===== config.mk =====
export PLATFORM = sky130hd
export DESIGN_NAME = static_list_symmetric_difference
export DESIGN_NICKNAME = d
export VERILOG_FILES = /design/src/hw/rtl/slsd_pkg.sv /design/src/hw/rtl/slsd_useq.sv /design/src/hw/rtl/slsd_dpath.sv /design/src/hw/rtl/static_list_symmetric_difference.sv
export SDC_FILE = /design/constraint.sdc
export NUM_CORES = 2
export LEC_CHECK = 0
export BUFFER_PORTS_ARGS = -buffer_cell sky130_fd_sc_hd__buf_2
export CAP_MARGIN = 20
export CORE_MARGIN = 8
export CORE_UTILIZATION = 65
export DETAILED_ROUTE_END_ITERATION = 16
export MAX_ROUTING_LAYER = met4
export PLACE_DENSITY_LB_ADDON = 0.25
export SLEW_MARGIN = 30
export SYNTH_ARGS = -nofsm -noshare
export SYNTH_HDL_FRONTEND = slang
export SYNTH_SLANG_ARGS = --single-unit

===== constraint.sdc =====
create_clock -name clk -period 15.6 [get_ports clk]
set_input_delay 3.9 -clock clk [delete_from_list [all_inputs] [get_ports clk]]
set_output_delay 3.9 -clock clk [all_outputs]
set_load 0.005 [all_outputs]

===== src/hw/rtl/slsd_pkg.sv =====
// Package for the static-list symmetric-difference block: types, codes and the microcode table.
`timescale 1ns / 1ps
package slsd_pkg;

	localparam int SLSD_CAPACITY   = 64;
	localparam int SLSD_DATA_WIDTH = 32;
	localparam int HEAD_SLOT       = 1;
	localparam int FIRST_FREE      = 2;

	localparam logic [1:0] ACT_CLEAR  = 2'd0;
	localparam logic [1:0] ACT_APPEND = 2'd1;
	localparam logic [1:0] ACT_TOGGLE = 2'd2;
	localparam logic [1:0] ACT_DUMP   = 2'd3;

	localparam logic [2:0] ST_DONE     = 3'd0;
	localparam logic [2:0] ST_INSERTED = 3'd1;
	localparam logic [2:0] ST_REMOVED  = 3'd2;
	localparam logic [2:0] ST_FULL     = 3'd3;
	localparam logic [2:0] ST_ELEMENT  = 3'd4;
	localparam logic [2:0] ST_EMPTY    = 3'd5;

	typedef struct packed {
		logic [1:0]         action;
		logic signed [31:0] item_value;
	} cmd_t;

	typedef struct packed {
		logic [2:0]         status;
		logic signed [31:0] element_value;
		logic               last;
	} rsp_t;

	typedef enum logic [3:0] {
		U_IDLE       = 4'd0,
		U_RST_SWEEP  = 4'd1,
		U_CLR_SWEEP  = 4'd2,
		U_CLR_DONE   = 4'd3,
		U_APP_RD     = 4'd4,
		U_APP_WR     = 4'd5,
		U_APP_LINK   = 4'd6,
		U_APP_FULL   = 4'd7,
		U_TGL_FIRST  = 4'd8,
		U_TGL_WALK   = 4'd9,
		U_TGL_UNLINK = 4'd10,
		U_TGL_FREE   = 4'd11,
		U_DMP_FIRST  = 4'd12,
		U_DMP_WALK   = 4'd13,
		U_DMP_EMPTY  = 4'd14
	} upc_t;

	typedef enum logic [2:0] {
		C_NEVER      = 3'd0,
		C_ALWAYS     = 3'd1,
		C_ACCEPT     = 3'd2,
		C_LINK_ZERO  = 3'd3,
		C_MATCH      = 3'd4,
		C_FREE_EMPTY = 3'd5,
		C_SWEEP_END  = 3'd6
	} cond_t;

	typedef enum logic [1:0] {
		ADV_NO      = 2'd0,
		ADV_YES     = 2'd1,
		ADV_NOMATCH = 2'd2
	} adv_t;

	typedef enum logic [2:0] {
		OP_NONE      = 3'd0,
		OP_SWEEP     = 3'd1,
		OP_ALLOC     = 3'd2,
		OP_LINK_TAIL = 3'd3,
		OP_BYPASS    = 3'd4,
		OP_RELEASE   = 3'd5,
		OP_REINIT    = 3'd6
	} op_t;

	typedef enum logic [2:0] {
		EM_NONE    = 3'd0,
		EM_APPEND  = 3'd1,
		EM_FULL    = 3'd2,
		EM_REMOVED = 3'd3,
		EM_ELEMENT = 3'd4,
		EM_EMPTY   = 3'd5,
		EM_CLEARED = 3'd6
	} emit_t;

	typedef struct packed {
		logic  take_input;
		cond_t cond_a;
		upc_t  tgt_a;
		cond_t cond_b;
		upc_t  tgt_b;
		logic  stay;
		adv_t  adv;
		logic  rd_free;
		op_t   op;
		emit_t emit;
	} uword_t;

	typedef struct packed {
		uword_t uw;
		logic   stall;
		logic   accept;
	} ctl_t;

	typedef struct packed {
		logic link_zero;
		logic match;
		logic free_empty;
		logic sweep_end;
	} dp_flags_t;

	// Entry step of each action's routine.
	function automatic upc_t dispatch_target(input logic [1:0] action);
		upc_t t;
		case (action)
			ACT_CLEAR:  t = U_CLR_SWEEP;
			ACT_APPEND: t = U_APP_RD;
			ACT_TOGGLE: t = U_TGL_FIRST;
			default:    t = U_DMP_FIRST;
		endcase
		return t;
	endfunction

	function automatic uword_t ucode_word(input upc_t upc);
		uword_t w;
		w = '0;
		case (upc)
			U_IDLE: begin
				w.take_input = 1'b1;
				w.cond_a     = C_ACCEPT;
				w.stay       = 1'b1;
			end
			U_RST_SWEEP: begin
				w.op     = OP_SWEEP;
				w.cond_a = C_SWEEP_END;
				w.tgt_a  = U_IDLE;
				w.stay   = 1'b1;
			end
			U_CLR_SWEEP: begin
				w.op     = OP_SWEEP;
				w.cond_a = C_SWEEP_END;
				w.tgt_a  = U_CLR_DONE;
				w.stay   = 1'b1;
			end
			U_CLR_DONE: begin
				w.op     = OP_REINIT;
				w.emit   = EM_CLEARED;
				w.cond_a = C_ALWAYS;
				w.tgt_a  = U_IDLE;
			end
			U_APP_RD: begin
				w.rd_free = 1'b1;
				w.cond_a  = C_FREE_EMPTY;
				w.tgt_a   = U_APP_FULL;
			end
			U_APP_WR: begin
				w.op = OP_ALLOC;
			end
			U_APP_LINK: begin
				w.op     = OP_LINK_TAIL;
				w.emit   = EM_APPEND;
				w.cond_a = C_ALWAYS;
				w.tgt_a  = U_IDLE;
			end
			U_APP_FULL: begin
				w.emit   = EM_FULL;
				w.cond_a = C_ALWAYS;
				w.tgt_a  = U_IDLE;
			end
			U_TGL_FIRST: begin
				w.adv    = ADV_YES;
				w.cond_a = C_LINK_ZERO;
				w.tgt_a  = U_APP_RD;
			end
			U_TGL_WALK: begin
				w.adv    = ADV_NOMATCH;
				w.cond_a = C_MATCH;
				w.tgt_a  = U_TGL_UNLINK;
				w.cond_b = C_LINK_ZERO;
				w.tgt_b  = U_APP_RD;
				w.stay   = 1'b1;
			end
			U_TGL_UNLINK: begin
				w.op = OP_BYPASS;
			end
			U_TGL_FREE: begin
				w.op     = OP_RELEASE;
				w.emit   = EM_REMOVED;
				w.cond_a = C_ALWAYS;
				w.tgt_a  = U_IDLE;
			end
			U_DMP_FIRST: begin
				w.adv    = ADV_YES;
				w.cond_a = C_LINK_ZERO;
				w.tgt_a  = U_DMP_EMPTY;
			end
			U_DMP_WALK: begin
				w.adv    = ADV_YES;
				w.emit   = EM_ELEMENT;
				w.cond_a = C_LINK_ZERO;
				w.tgt_a  = U_IDLE;
				w.stay   = 1'b1;
			end
			U_DMP_EMPTY: begin
				w.emit   = EM_EMPTY;
				w.cond_a = C_ALWAYS;
				w.tgt_a  = U_IDLE;
			end
			default: begin
				w.cond_a = C_ALWAYS;
				w.tgt_a  = U_IDLE;
			end
		endcase
		return w;
	endfunction

endpackage


===== src/hw/rtl/slsd_useq.sv =====
// Microcode sequencer: step counter, control-word fetch and conditional jumps.
`timescale 1ns / 1ps
module slsd_useq
	import slsd_pkg::*;
(
	input  logic       clk,
	input  logic       arst_n,
	input  logic       cmd_valid,
	input  logic [1:0] action,
	input  logic       emit_ok,
	input  dp_flags_t  flags,
	output ctl_t       ctl
);

	upc_t   upc_q;
	upc_t   upc_next;
	uword_t uw;
	logic   stall;
	logic   accept;

	function automatic logic cond_true(input cond_t c, input logic acc, input dp_flags_t f);
		logic r;
		case (c)
			C_ALWAYS:     r = 1'b1;
			C_ACCEPT:     r = acc;
			C_LINK_ZERO:  r = f.link_zero;
			C_MATCH:      r = f.match;
			C_FREE_EMPTY: r = f.free_empty;
			C_SWEEP_END:  r = f.sweep_end;
			default:      r = 1'b0;
		endcase
		return r;
	endfunction

	always_comb begin
		uw     = ucode_word(upc_q);
		accept = uw.take_input && cmd_valid;
		// A step that emits waits until the result register can take it.
		stall  = (uw.emit != EM_NONE) && !emit_ok;
	end

	always_comb begin
		if (stall) begin
			upc_next = upc_q;
		end else if (cond_true(uw.cond_a, accept, flags)) begin
			upc_next = (uw.cond_a == C_ACCEPT) ? dispatch_target(action) : uw.tgt_a;
		end else if (cond_true(uw.cond_b, accept, flags)) begin
			upc_next = uw.tgt_b;
		end else if (uw.stay) begin
			upc_next = upc_q;
		end else begin
			upc_next = upc_t'(upc_q + 1'b1);
		end
	end

	always_ff @(posedge clk or negedge arst_n) begin
		if (!arst_n) begin
			upc_q <= U_RST_SWEEP;
		end else begin
			upc_q <= upc_next;
		end
	end

	assign ctl.uw     = uw;
	assign ctl.stall  = stall;
	assign ctl.accept = accept;

	a_accept_leaves_idle: assert property (@(posedge clk) disable iff (!arst_n)
		accept |=> upc_q != U_IDLE)
		else $error("accepted item did not start a routine");

endmodule


===== src/hw/rtl/slsd_dpath.sv =====
// Datapath: link and value memories, list pointers, walk registers and result formatting.
`timescale 1ns / 1ps
module slsd_dpath
	import slsd_pkg::*;
#(
	parameter int CAPACITY   = SLSD_CAPACITY,
	parameter int DATA_WIDTH = SLSD_DATA_WIDTH
) (
	input  logic      clk,
	input  logic      arst_n,
	input  ctl_t      ctl,
	input  cmd_t      cmd,
	output dp_flags_t flags,
	output logic      res_valid,
	output rsp_t      res
);

	localparam int AW = $clog2(CAPACITY);
	localparam int XW = (DATA_WIDTH > 32) ? DATA_WIDTH : 32;
	localparam logic [AW-1:0] HEAD      = AW'(HEAD_SLOT);
	localparam logic [AW-1:0] FIRST     = AW'(FIRST_FREE);
	localparam logic [AW-1:0] LAST_SLOT = AW'(CAPACITY - 1);

	logic [AW-1:0]         link_mem [CAPACITY];
	logic [DATA_WIDTH-1:0] val_mem  [CAPACITY];

	logic [AW-1:0]         free_head_q;
	logic [AW-1:0]         tail_q;
	logic [AW-1:0]         cur_q;
	logic [AW-1:0]         prev_q;
	logic [1:0]            act_q;
	logic signed [31:0]    echo_q;
	logic [DATA_WIDTH-1:0] v_q;
	logic [AW-1:0]         link_rd_q;
	logic [DATA_WIDTH-1:0] val_rd_q;

	logic signed [XW-1:0]  in_ext;
	logic [XW-1:0]         rd_ext;
	logic                  go;
	logic                  advance;
	logic                  rd_en;
	logic [AW-1:0]         rd_addr;
	logic                  link_we;
	logic [AW-1:0]         link_wa;
	logic [AW-1:0]         link_wd;
	logic                  val_we;
	logic [AW-1:0]         sweep_link;

	assign go = !ctl.stall;

	always_comb begin
		in_ext = XW'(cmd.item_value);
		rd_ext = XW'(val_rd_q);
	end

	always_comb begin
		flags.link_zero  = (link_rd_q == '0);
		flags.match      = (val_rd_q == v_q);
		flags.free_empty = (free_head_q == '0);
		flags.sweep_end  = (cur_q == LAST_SLOT);
	end

	// The head slot and the last slot end their chains; every other slot links to the next.
	always_comb begin
		if (cur_q == HEAD || cur_q == LAST_SLOT) begin
			sweep_link = '0;
		end else begin
			sweep_link = cur_q + 1'b1;
		end
	end

	always_comb begin
		advance = go && ((ctl.uw.adv == ADV_YES) ||
			(ctl.uw.adv == ADV_NOMATCH && !flags.match));
		rd_en   = ctl.accept || (go && ctl.uw.rd_free) || advance;
		if (ctl.accept) begin
			rd_addr = HEAD;
		end else if (ctl.uw.rd_free) begin
			rd_addr = free_head_q;
		end else begin
			rd_addr = link_rd_q;
		end
	end

	always_comb begin
		link_we = 1'b0;
		link_wa = cur_q;
		link_wd = '0;
		case (ctl.uw.op)
			OP_SWEEP: begin
				link_we = go;
				link_wa = cur_q;
				link_wd = sweep_link;
			end
			OP_ALLOC: begin
				link_we = go;
				link_wa = free_head_q;
				link_wd = '0;
			end
			OP_LINK_TAIL: begin
				link_we = go;
				link_wa = tail_q;
				link_wd = cur_q;
			end
			OP_BYPASS: begin
				link_we = go;
				link_wa = prev_q;
				link_wd = link_rd_q;
			end
			OP_RELEASE: begin
				link_we = go;
				link_wa = cur_q;
				link_wd = free_head_q;
			end
			default: begin
				link_we = 1'b0;
			end
		endcase
		val_we = go && (ctl.uw.op == OP_ALLOC);
	end

	always_ff @(posedge clk) begin
		if (link_we) begin
			link_mem[link_wa] <= link_wd;
		end
		if (val_we) begin
			val_mem[free_head_q] <= v_q;
		end
		if (rd_en) begin
			link_rd_q <= link_mem[rd_addr];
			val_rd_q  <= val_mem[rd_addr];
		end
	end

	always_ff @(posedge clk or negedge arst_n) begin
		if (!arst_n) begin
			free_head_q <= FIRST;
			tail_q      <= HEAD;
			cur_q       <= HEAD;
		end else if (ctl.accept) begin
			cur_q <= HEAD;
		end else if (go) begin
			case (ctl.uw.op)
				OP_SWEEP: begin
					cur_q <= cur_q + 1'b1;
				end
				OP_ALLOC: begin
					free_head_q <= link_rd_q;
					cur_q       <= free_head_q;
				end
				OP_LINK_TAIL: begin
					tail_q <= cur_q;
				end
				OP_BYPASS: begin
					if (tail_q == cur_q) begin
						tail_q <= prev_q;
					end
				end
				OP_RELEASE: begin
					free_head_q <= cur_q;
				end
				OP_REINIT: begin
					free_head_q <= FIRST;
					tail_q      <= HEAD;
				end
				default: begin
					if (advance) begin
						cur_q <= link_rd_q;
					end
				end
			endcase
		end
	end

	always_ff @(posedge clk) begin
		if (ctl.accept) begin
			act_q  <= cmd.action;
			echo_q <= cmd.item_value;
			v_q    <= in_ext[DATA_WIDTH-1:0];
		end
		if (advance) begin
			prev_q <= cur_q;
		end
	end

	always_comb begin
		res_valid         = (ctl.uw.emit != EM_NONE);
		res.status        = ST_DONE;
		res.element_value = echo_q;
		res.last          = 1'b1;
		case (ctl.uw.emit)
			EM_APPEND: begin
				res.status = (act_q == ACT_TOGGLE) ? ST_INSERTED : ST_DONE;
			end
			EM_FULL: begin
				res.status = ST_FULL;
			end
			EM_REMOVED: begin
				res.status = ST_REMOVED;
			end
			EM_ELEMENT: begin
				res.status        = ST_ELEMENT;
				res.element_value = rd_ext[31:0];
				res.last          = flags.link_zero;
			end
			EM_EMPTY: begin
				res.status        = ST_EMPTY;
				res.element_value = '0;
			end
			default: begin
				res.status = ST_DONE;
			end
		endcase
	end

	a_free_tail_apart: assert property (@(posedge clk) disable iff (!arst_n)
		free_head_q != tail_q)
		else $error("free chain head coincides with list tail");

	a_alloc_has_slot: assert property (@(posedge clk) disable iff (!arst_n)
		(ctl.uw.op == OP_ALLOC && go) |-> free_head_q != '0)
		else $error("slot allocated from an empty free chain");

	a_head_never_unlinked: assert property (@(posedge clk) disable iff (!arst_n)
		(ctl.uw.op == OP_BYPASS || ctl.uw.op == OP_RELEASE) |-> cur_q != HEAD)
		else $error("head slot selected for removal");

endmodule


===== src/hw/rtl/static_list_symmetric_difference.sv =====
// Top level of the static-list symmetric-difference block: sequencer, datapath, result register.
// The result of an item is registered and appears on rsp in the cycle after its last microcode step.
// Clear rewrites one link per cycle and then resets the free and tail pointers; append takes a free
// slot or reports full; toggle walks the list one node per cycle and removes the first matching node
// or adds a new one behind the last node; dump returns one result per element, or one when empty.
// A step that emits waits while the result register is held by rsp_ready low.
// One item is in work at a time; the next is taken the cycle after the previous routine ends.
// After reset the sequencer rebuilds the link memory with cmd_ready low.
`timescale 1ns / 1ps
module static_list_symmetric_difference
	import slsd_pkg::*;
#(
	parameter int CAPACITY   = SLSD_CAPACITY,
	parameter int DATA_WIDTH = SLSD_DATA_WIDTH
) (
	input  logic clk,
	input  logic arst_n,
	input  logic cmd_valid,
	output logic cmd_ready,
	input  cmd_t cmd,
	output logic rsp_valid,
	input  logic rsp_ready,
	output rsp_t rsp
);

	ctl_t      ctl;
	dp_flags_t flags;
	logic      res_valid;
	rsp_t      res;
	logic      emit_ok;
	logic      rsp_valid_q;
	rsp_t      rsp_q;

	assign emit_ok = !rsp_valid_q || rsp_ready;

	slsd_useq u_useq (
		.clk       (clk),
		.arst_n    (arst_n),
		.cmd_valid (cmd_valid),
		.action    (cmd.action),
		.emit_ok   (emit_ok),
		.flags     (flags),
		.ctl       (ctl)
	);

	slsd_dpath #(
		.CAPACITY   (CAPACITY),
		.DATA_WIDTH (DATA_WIDTH)
	) u_dpath (
		.clk       (clk),
		.arst_n    (arst_n),
		.ctl       (ctl),
		.cmd       (cmd),
		.flags     (flags),
		.res_valid (res_valid),
		.res       (res)
	);

	always_ff @(posedge clk or negedge arst_n) begin
		if (!arst_n) begin
			rsp_valid_q <= 1'b0;
		end else if (res_valid && emit_ok) begin
			rsp_valid_q <= 1'b1;
		end else if (rsp_ready) begin
			rsp_valid_q <= 1'b0;
		end
	end

	always_ff @(posedge clk) begin
		if (res_valid && emit_ok) begin
			rsp_q <= res;
		end
	end

	assign cmd_ready = ctl.uw.take_input;
	assign rsp_valid = rsp_valid_q;
	assign rsp       = rsp_q;

endmodule


==> flow_summary.json <==
{
  "tightest_slew_ns": 1.07,
  "p_leak_nw": 37.3,
  "hold_viol_final": 0,
  "start_util": 0.654,
  "cp_max_fo": 83,
  "syn-num-nets": 7388,
  "holdCritPathClass": "reg -> reg",
  "synth_compound_area_frac": 0.0920,
  "synth_mux_area_frac": 0.00365,
  "dieArea_sq_um": 170000,
  "fp.coreArea_sq_um": 156000,
  "irDropWorstVdd_uv": 214,
  "cts.clk_slew.worst_paths_ns": 0.06,
  "clock_sinks": 2569,
  "setup_violations": 0,
  "drcViolationCount": 0,
  "grt_pass1_vias": 64300,
  "cts_tree": "yes",
  "period_minus_slack_ns": 7.99,
  "cellPowerDensity_nw_per_um2": 220,
  "drv_cap": 0,
  "worstPathRequired_ns": 16.20,
  "dp_hpwl_mm": 164,
  "synthFlopType": "edfxtp_1",
  "antenna_found_initial": 19,
  "drv_slew": 0,
  "yosys-top-cells-area": "edfxtp_1 (75%), nand2_1 (6.5%), a211oi_1 (2.4%), a31oi_1 (2.1%), nand3_1 (2.1%)",
  "outcome": "finished clean",
  "async_flop_share": 0.00895,
  "drive_above_1_share": 0.0967,
  "htreeDepth": 4,
  "post_synth_fa_ha_maj_area_fraction": 0.000737,
  "via_count": 68500,
  "path_class": "in -> reg",
  "vias_per_cell": 7.14,
  "start_kind": "input port",
  "drtIter0Drc": 13200,
  "nNetsFinal": 7372,
  "rows": 145,
  "postCtsHoldBufs": 0,
  "final_antenna_net_count": 0,
  "grt_pass1_wl_mm": 440,
  "max_slew_margin": 0.286,
  "cts_setup_buffers": 0,
  "syn_area_per_cell_sq_um": 13.9,
  "synth_area_sq_um": 102000,
  "io_pins": 76,
  "grt_max_degree": 176,
  "yosys.area_share.simple": 0.121,
  "synth_seq_cells": 2569,
  "yosys.area.top_type_share": 0.751,
  "synthXorXnorAreaFrac": 0.00361,
  "finalCritPeriodShare": 0.512,
  "postCtsResizedCells": 0,
  "grt_usage": 0.367,
  "drt_pass1_iterations": 8,
  "cts_buffers": 234,
  "layout.cells.non_filler": 9594,
  "syn_inst": 7344,
  "die_y_um": 412,
  "post_drt_wl_per_cell_um": 32.1,
  "synth_top_cell_by_area": "edfxtp_1",
  "place.gp.congestion": 0.905,
  "rsz0062_at_grt": "false",
  "dp.cells": 9145,
  "wirelength_mm": 308,
  "cts_root_buf": "clkbuf_16",
  "gr-total-overflow": 0,
  "synth_top_family_by_area": "simple AND/OR/NAND/NOR gates",
  "clk_latency_ns": 0.87,
  "port_buffers": 75,
  "tns_ns": 0,
  "end_kind": "flop",
  "chipWidth_um": 412,
  "synth.distinct_cells": 76,
  "finClkSkew_ns": 0.0371,
  "ys_warn_count": 0,
  "fmax_mhz": 125,
  "yosysSeqAreaShare": 0.756,
  "area_growth_pct": 10.5,
  "worstPathArrival_ns": 8.59,
  "synth_edf_count": 2546,
  "cts_buffer_depth": 3
}
layout by cell type (no fill, tap or decap), types with 17 or more instances in the layout:
master     Yosys  layout
edfxtp_1    2546    2546
nand2_1     1756    1752
nand3_1      420     419
a31oi_1      346     346
and3_1       330     329
a211oi_1     324     322
clkbuf_16      0     242
a32oi_1      201     201
buf_4          9     184
o22ai_1      161     158
nor2_1       191     114
a21oi_1      100      99
buf_2        213      76
nor2_4         3      74
o21ai_0       59      56
clkinv_1       1      56
clkbuf_1     243      51
clkinv_2       0      40
xor2_1        37      37
mux2i_1       36      36
a22o_1        34      34
or2_1         28      28
bufinv_16      0      24
a22oi_1       21      21
a221oi_1      20      20
dfrtp_1       19      19
nand4_1       17      17
cell usage after synthesis (9+ instances only):
library cell	instances
nand2_1	1756
xor2_1	37
dfrtp_1	19
buf_4	9
a22oi_1	21
nand4_1	17
or2_1	28
edfxtp_1	2546
buf_1	60
mux2i_1	36
nand3_1	420
a31oi_1	346
nor4_1	13
nor3_1	12
a221oi_1	20
clkbuf_1	243
nor2_1	191
o22ai_1	161
buf_2	213
a22o_1	34
and3_1	330
a32oi_1	201
o21ai_0	59
a211oi_1	324
a21oi_1	100
sequential cells by signal, indices dropped and copies added (netlist names), 32 cells and up:
name / cells
u_dpath.val_mem: 2048
rsp: 36
u_dpath.rd_ext: 32
u_dpath.link_mem: 384
u_dpath.echo_q: 32
stage by stage:
step | hold slack [ns] | worst slack [ns] | util | power [mW] | cell area, sq um
5_1_grt | 0.539 | 7.55 | 0.722 | 25.4 | 113000
2_1_floorplan | 0.423 | 8.74 | - | 14.8 | 102000
3_3_place_gp | 0.490 | 6.84 | 0.672 | 18.4 | 105000
3_5_place_dp | 0.509 | 7.00 | 0.673 | 18.6 | 105000
4_1_cts | 0.509 | 7.90 | 0.721 | 24.2 | 112000
6_report | 0.512 | 7.61 | 0.722 | 24.8 | 113000
power breakdown:
| group | switching, mW | internal [mW] |
|---|---|---|
| Clock | 2.48 | 3.21 |
| Sequential | 0.234 | 8.27 |
| Combinational | 7.91 | 2.67 |
| Total | 10.6 | 14.2 |
layer usage:
| metal | wire length (um) | track usage | vias up | part of all wire |
|---|---|---|---|---|
| met5 | 0 | - | - | 0 |
| met2 | 136000 | 0.529 | 6231 | 0.44 |
| met4 | 14900 | 0.155 | 0 | 0.048 |
| met3 | 52200 | 0.122 | 982 | 0.17 |
| li1 | - | - | 28000 | - |
| met1 | 105000 | 0.483 | 33300 | 0.34 |
logic make-up after synthesis:
logic type / count (synthesis)
AND/OR/NAND/NOR: 2821
adder cells (fa/ha/maj): 6
flip-flops: 2569
XOR/XNOR: 42
AO/OA/AOI/OAI: 1332
buffers and inverters: 537
multiplexers: 37
cell type report:
type | count | area, sq um
antenna | 16 | 40.0
sequential | 2569 | 77000
tap | 2058 | 2570
timing repair buffer | 276 | 2060
multi-input combinational | 4238 | 23200
fill | 9259 | 43300
clock buffer | 293 | 6250
clock inverter | 135 | 1290
inverter | 9 | 33.8
path summary, 6_finish.rpt:
check | slack (ns) | startpoint | cells past startpoint | endpoint
worst max-delay path | 7.61 | cmd_valid | 11 | u_dpath.rd_ext[3]
worst min-delay path | 0.51 | u_dpath.tail_q[0] | 2 | u_dpath.tail_q[0]
worst max register to register | 9.40 | u_useq.upc_q[0] | 11 | u_dpath.rd_ext[3]
worst min register to register | 0.51 | u_dpath.tail_q[0] | 2 | u_dpath.tail_q[0]
max in group asynchronous | 12.20 | arst_n | 1 | u_dpath.cur_q[0]
min in group asynchronous | 3.03 | arst_n | 1 | u_useq.upc_q[3]
critical path, cell delays in order:
cell     delay (ns)
buf_2          0.16
nor2_1         0.11
o21ai_2        0.13
buf_4          0.27
and2_4         0.60
buf_4          0.79
buf_4          0.78
a31oi_1        0.21
o22ai_1        0.86
o22ai_1        0.29
or2_1          0.32
No activity file was read; power rests on OpenSTA's default activity.
